==> src/tdpm_pkg.sv <==
// ---------------------------------------------------------------------------
// tdpm_pkg
// Shared types and constants of the demand paging MMU with its TLB.
// ---------------------------------------------------------------------------
package tdpm_pkg;

   localparam int MAX_FRAMES = 64;
   localparam int TLB_DEPTH  = 16;
   localparam int FRAME_W    = 6;
   localparam int TLB_W      = 4;
   localparam int COUNT_W    = 7;
   localparam int TLB_CNT_W  = 5;
   localparam int COST_W     = 19;
   localparam int CSR_IDX_W  = 3;
   localparam int CSR_DATA_W = 16;

   localparam logic [CSR_IDX_W-1:0] CSR_PAGE_OFFSET_BITS = 3'd0;
   localparam logic [CSR_IDX_W-1:0] CSR_FRAME_COUNT      = 3'd1;
   localparam logic [CSR_IDX_W-1:0] CSR_TLB_ENTRIES      = 3'd2;
   localparam logic [CSR_IDX_W-1:0] CSR_REPLACE_POLICY   = 3'd3;
   localparam logic [CSR_IDX_W-1:0] CSR_TLB_COST         = 3'd4;
   localparam logic [CSR_IDX_W-1:0] CSR_RAM_COST         = 3'd5;
   localparam logic [CSR_IDX_W-1:0] CSR_DISK_READ_COST   = 3'd6;
   localparam logic [CSR_IDX_W-1:0] CSR_DISK_WRITE_COST  = 3'd7;

   localparam logic [1:0] OUT_TLB_HIT  = 2'd0;
   localparam logic [1:0] OUT_PT_HIT   = 2'd1;
   localparam logic [1:0] OUT_FILL     = 2'd2;
   localparam logic [1:0] OUT_REPLACE  = 2'd3;

   localparam logic POLICY_FIFO = 1'b0;
   localparam logic POLICY_LRU  = 1'b1;

   typedef struct packed {
      logic [4:0]  page_offset_bits;
      logic [6:0]  frame_count;
      logic [4:0]  tlb_entries;
      logic        replace_policy;
      logic [15:0] tlb_cost;
      logic [15:0] ram_cost;
      logic [15:0] disk_read_cost;
      logic [15:0] disk_write_cost;
   } cfg_type;

   typedef struct packed {
      logic        wr;
      logic [31:0] page;
   } item_type;

endpackage

==> src/tdpm_req_if.sv <==
// ---------------------------------------------------------------------------
// tdpm_req_if
// Request channel: one memory access per request.
// ---------------------------------------------------------------------------
interface tdpm_req_if;
   logic        valid;
   logic        ready;
   logic        req_type;
   logic [31:0] virtual_address;

   modport source (output valid, output req_type, output virtual_address, input ready);
   modport sink (input valid, input req_type, input virtual_address, output ready);
endinterface

==> src/tdpm_front.sv <==
// ---------------------------------------------------------------------------
// tdpm_front
// Accepts requests, extracts the page number and queues them in two entries.
// ---------------------------------------------------------------------------
module tdpm_front (
   input  logic                 clock,
   input  logic                 reset,
   input  logic [4:0]           page_offset_bits,
   tdpm_req_if.sink             req,
   output logic                 q_valid,
   input  logic                 q_ready,
   output tdpm_pkg::item_type   q_item
);

   tdpm_pkg::item_type queue_ff [2];
   logic       wptr_ff, wptr_in;
   logic       rptr_ff, rptr_in;
   logic [1:0] count_ff, count_in;
   logic       push, pop;

   assign req.ready = (count_ff != 2'd2);
   assign q_valid   = (count_ff != 2'd0);
   assign q_item    = queue_ff[rptr_ff];
   assign push      = req.valid && req.ready;
   assign pop       = q_valid && q_ready;

   always_comb begin
      wptr_in  = wptr_ff ^ push;
      rptr_in  = rptr_ff ^ pop;
      count_in = count_ff + {1'b0, push} - {1'b0, pop};
   end

   always_ff @(posedge clock) begin
      if (reset) begin
         wptr_ff  <= 1'b0;
         rptr_ff  <= 1'b0;
         count_ff <= 2'd0;
      end else begin
         wptr_ff  <= wptr_in;
         rptr_ff  <= rptr_in;
         count_ff <= count_in;
      end
   end

   always_ff @(posedge clock) begin
      if (push) begin
         queue_ff[wptr_ff].wr   <= req.req_type;
         queue_ff[wptr_ff].page <= req.virtual_address >> page_offset_bits;
      end
   end

endmodule

==> src/flat_wrapper.sv <==
// flat-port wrapper written by rule: the top's interface ports become plain ports
module tdpm_front_flat 
  (clock, reset, page_offset_bits, q_valid, q_ready, q_item, req_valid, req_req_type, req_virtual_address, req_ready);
  tdpm_req_if req_i ();
  input  logic clock;
  input  logic reset;
  input  logic [4:0] page_offset_bits;
  output logic q_valid;
  input  logic q_ready;
  output tdpm_pkg::item_type q_item;
  input wire logic [$bits(req_i.valid)-1:0] req_valid;
  input wire logic [$bits(req_i.req_type)-1:0] req_req_type;
  input wire logic [$bits(req_i.virtual_address)-1:0] req_virtual_address;
  output wire logic [$bits(req_i.ready)-1:0] req_ready;
  assign req_i.valid = req_valid;
  assign req_i.req_type = req_req_type;
  assign req_i.virtual_address = req_virtual_address;
  assign req_ready = req_i.ready;
  tdpm_front u_core (.clock(clock), .reset(reset), .page_offset_bits(page_offset_bits), .req(req_i), .q_valid(q_valid), .q_ready(q_ready), .q_item(q_item));
endmodule
==> config.mk <==
export PLATFORM = sky130hd
export DESIGN_NAME = tdpm_front_flat
export DESIGN_NICKNAME = d
export VERILOG_FILES = /design/src/tdpm_pkg.sv /design/src/tdpm_req_if.sv /design/src/tdpm_front.sv /design/src/flat_wrapper.sv
export SDC_FILE = /design/constraint.sdc
export NUM_CORES = 1
export LEC_CHECK = 0
export BUFFER_PORTS_ARGS = -buffer_cell sky130_fd_sc_hd__buf_2
export CAP_MARGIN = 5
export CORE_ASPECT_RATIO = 1.1
export CORE_MARGIN = 1
export CORE_UTILIZATION = 30
export CTS_CLUSTER_SIZE = 10
export DETAILED_ROUTE_END_ITERATION = 12
export RECOVER_POWER = 50
export SYNTH_ARGS = -nofsm -noshare
export SYNTH_HDL_FRONTEND = slang
export SYNTH_SLANG_ARGS = --single-unit
==> constraint.sdc <==
create_clock -name clock -period 1.7 [get_ports clock]
set_input_delay 0.17 -clock clock [delete_from_list [all_inputs] [get_ports clock]]
set_output_delay 0.17 -clock clock [all_outputs]
set_load 0.03 [all_outputs]
==> flow_summary.ini <==
[outcome]
outcome = finished, final reports clean

[power_and_ir_drop]
seqPwrFrac_pct = 32.7
comb_power_share_pct = 39.9
p_sw_mw = 2.41
switching_share_pct = 33.5
powerDensity_nw_per_um2 = 1200
clockPowerShare_pct = 27.4
p_int_mw = 4.77
ir_worst_vdd_mv = 0.526
p_leak_nw = 2.36

[timing]
slew_headroom_pct = 67.4
skew_ns = 0.00755
finalSetupViolCount = 0
setup_ws_ns = 0.0484
hold_ws_ns = 0.0517
fmax_mhz = 605
fin_crit_ns = 1.65
hold_violations = 0
setup_tns_ns = 0
tightest_slew_ns = 0.489
slew_violations = 0
finalCritPeriodShare_pct = 97.2

[die]
pin_count = 77
core_region_area_um2 = 14300
die_y_um = 129
start_util_pct = 30.6
die_area_um2 = 15100
num_rows = 46
die_width_um = 117

[setup_path]
endpoint_kind = register
worstPathRequired_ns = 1.74
crit_fanout = 7
cp-start-kind = input pin
critPathKind = in2reg
critPathArrivalTime_ns = 1.69

[cts]
root_buffer = clkbuf_16
clkLatencyLatePin_ns = 0.32
cts_buffer_depth = 2
cts_sinks = 70
path_clk_slew_ns = 0.06
h-tree-depth = 3
cts_buffers = 9
cts_tree = built

[placement]
portBuffers = 76
placed_cell_area_um2 = 5550
place_ws_ns = -0.385
hpwlAfterDp_um = 9220
gp_congestion = 0.892

[route]
vias = 3266
drtIter0Drc = 134
via_per_inst = 4.98
wirelength_um = 11700
drc = 0
dr.pass1.iters = 4
ant_nets = 0
wl_per_cell_um = 17.9
wl_met3_um = 391
wl_met2_um = 5900
wl_met1_um = 5250
top_layer = met4

[logic_synthesis]
netlist_area_um2 = 4390
synth_top_area_share_pct = 45.2
synth_edf_count = 66
synth_ff_type = edfxtp_1
synth_nets = 363
synthCells = 317
ys_seq_area_share_pct = 47.0
synth_area_leaders = edfxtp_1 45%, mux2_2 12%, mux4_2 10%, mux4_1 5.4%, mux2i_1 5.0%
yosysWarningCount = 0
syn_area_per_cell_um2 = 13.8
synth_cell_type_count = 48
yosysTopAreaCell = edfxtp_1
synth-seq-cells = 70
ys_async_sr_fraction_pct = 0

[global_routing]
grt_max_degree = 27
grt_overflow_total = 0
grt_pass1_vias = 3233
antenna_found_initial = 0
grt_pass1_wl_um = 17700
grt_usage_pct = 15.4

[layout]
nNetsFinal = 505
drive_above_1_share_pct = 54.1
design_area_um2 = 5950
n_antenna_cell = 0
area_growth_pct = 35.7

[flow_run]
cap_violations = 0

[worst_hold_path]
hold_class = in2reg
## cell usage after synthesis (all sizes together) (3+ instances only)
cell type / number
a21oi: 4
o22ai: 6
and3: 6
nor2b: 7
or2: 3
edfxtp: 66
a211oi: 6
and2: 4
mux4: 29
inv: 6
o21ai: 5
nand2: 16
dfxtp: 4
nor2: 20
mux2i: 22
buf: 12
clkbuf: 12
nand3: 6
mux2: 47
ha: 4
## critical path, cell delays in order
cell	delay, ns
buf_4	0.16
buf_4	0.16
mux4_2	0.50
mux2_4	0.30
mux2i_1	0.23
a221oi_1	0.17
## layout by cell type, fill, tap and decap left out, types with 3 or more instances in the layout
cell | netlist | final
a211oi_1 | 5 | 5
a21oi_1 | 4 | 4
and2_1 | 4 | 3
and3_1 | 6 | 6
buf_12 | 2 | 9
buf_2 | 8 | 72
buf_4 | 0 | 65
clkbuf_1 | 12 | 6
clkbuf_16 | 0 | 9
dfxtp_1 | 4 | 3
edfxtp_1 | 66 | 66
ha_4 | 0 | 4
inv_1 | 6 | 5
mux2_2 | 47 | 44
mux2_4 | 0 | 3
mux2i_1 | 22 | 21
mux4_1 | 9 | 5
mux4_2 | 20 | 24
nand2_1 | 16 | 16
nand3_1 | 6 | 6
nor2_1 | 20 | 20
nor2b_1 | 7 | 7
o21ai_0 | 4 | 3
o22ai_1 | 6 | 6
## per-layer routing
metal | global-route usage [%] | vias to the layer above
met4 | 6.19 | 0
li1 | - | 1559
met1 | 19.6 | 1610
met2 | 26.2 | 86
met5 | 0 | -
met3 | 2.44 | 11
## cell type report
type | instances | area [um^2]
clock inverter | 7 | 97.6
clock buffer | 9 | 225
multi-input combinational | 216 | 2220
timing repair buffer | 155 | 1080
fill | 1351 | 8380
tap | 192 | 240
inverter | 7 | 26.3
sequential | 70 | 2060
## flip-flops by register name, summed over array words and instances (netlist names)
| signal | cells |
|---|---|
| u_core.wptr_ff | 1 |
| u_core.rptr_ff | 1 |
| u_core.count_ff | 2 |
| u_core.queue_ff | 66 |
## stage by stage
stage,power [mW],util [%],cells
floorplan,4.24,-,317
global route,7.49,41.5,656
global placement,5.16,38.7,633
CTS,7.19,41.1,650
finish,7.17,41.5,656
detailed placement,5.20,38.7,633
## cell families (layout without fill, tap and decap cells)
kind of cell / count (synthesis) / count (layout) / share of synthesized area, %
flops: 70 / 70 / 47.0
buf+inv: 31 / 178 / 3.79
mux: 98 / 98 / 32.7
simple gates: 71 / 71 / 8.04
xor+xnor: 3 / 3 / 0.599
fa+ha+maj: 4 / 4 / 1.14
compound gates: 40 / 40 / 6.70
## power by group through the flow
stage / clock network, mW / logic [mW] / registers, mW
6_report: 1.96 / 2.86 / 2.35
3_3_place_gp: 0 / 2.80 / 2.37
4_1_cts: 2.00 / 2.85 / 2.35
5_1_grt: 2.06 / 3.05 / 2.37
2_1_floorplan: 0 / 1.88 / 2.36
3_5_place_dp: 0 / 2.82 / 2.38
## what timing repair did
item,in CTS,in global routing
pin swaps,4,6
setup endpoints to repair,19,5
hold buffers,0,0
resized for setup,4,7
setup buffers,1,6
## worst paths after layout
kind                             from               endpoint  slack, ns  cells past startpoint
hold / removal                  reset         u_core.wptr_ff       0.05                      2
hold reg to reg        u_core.wptr_ff         u_core.wptr_ff       0.63                      3
setup reg to reg   u_core.count_ff[0]     u_core.count_ff[1]       0.07                      8
setup / recovery  page_offset_bits[0]  u_core.queue_ff[1][6]       0.05                      6
(Power assumes the default switching activity.)
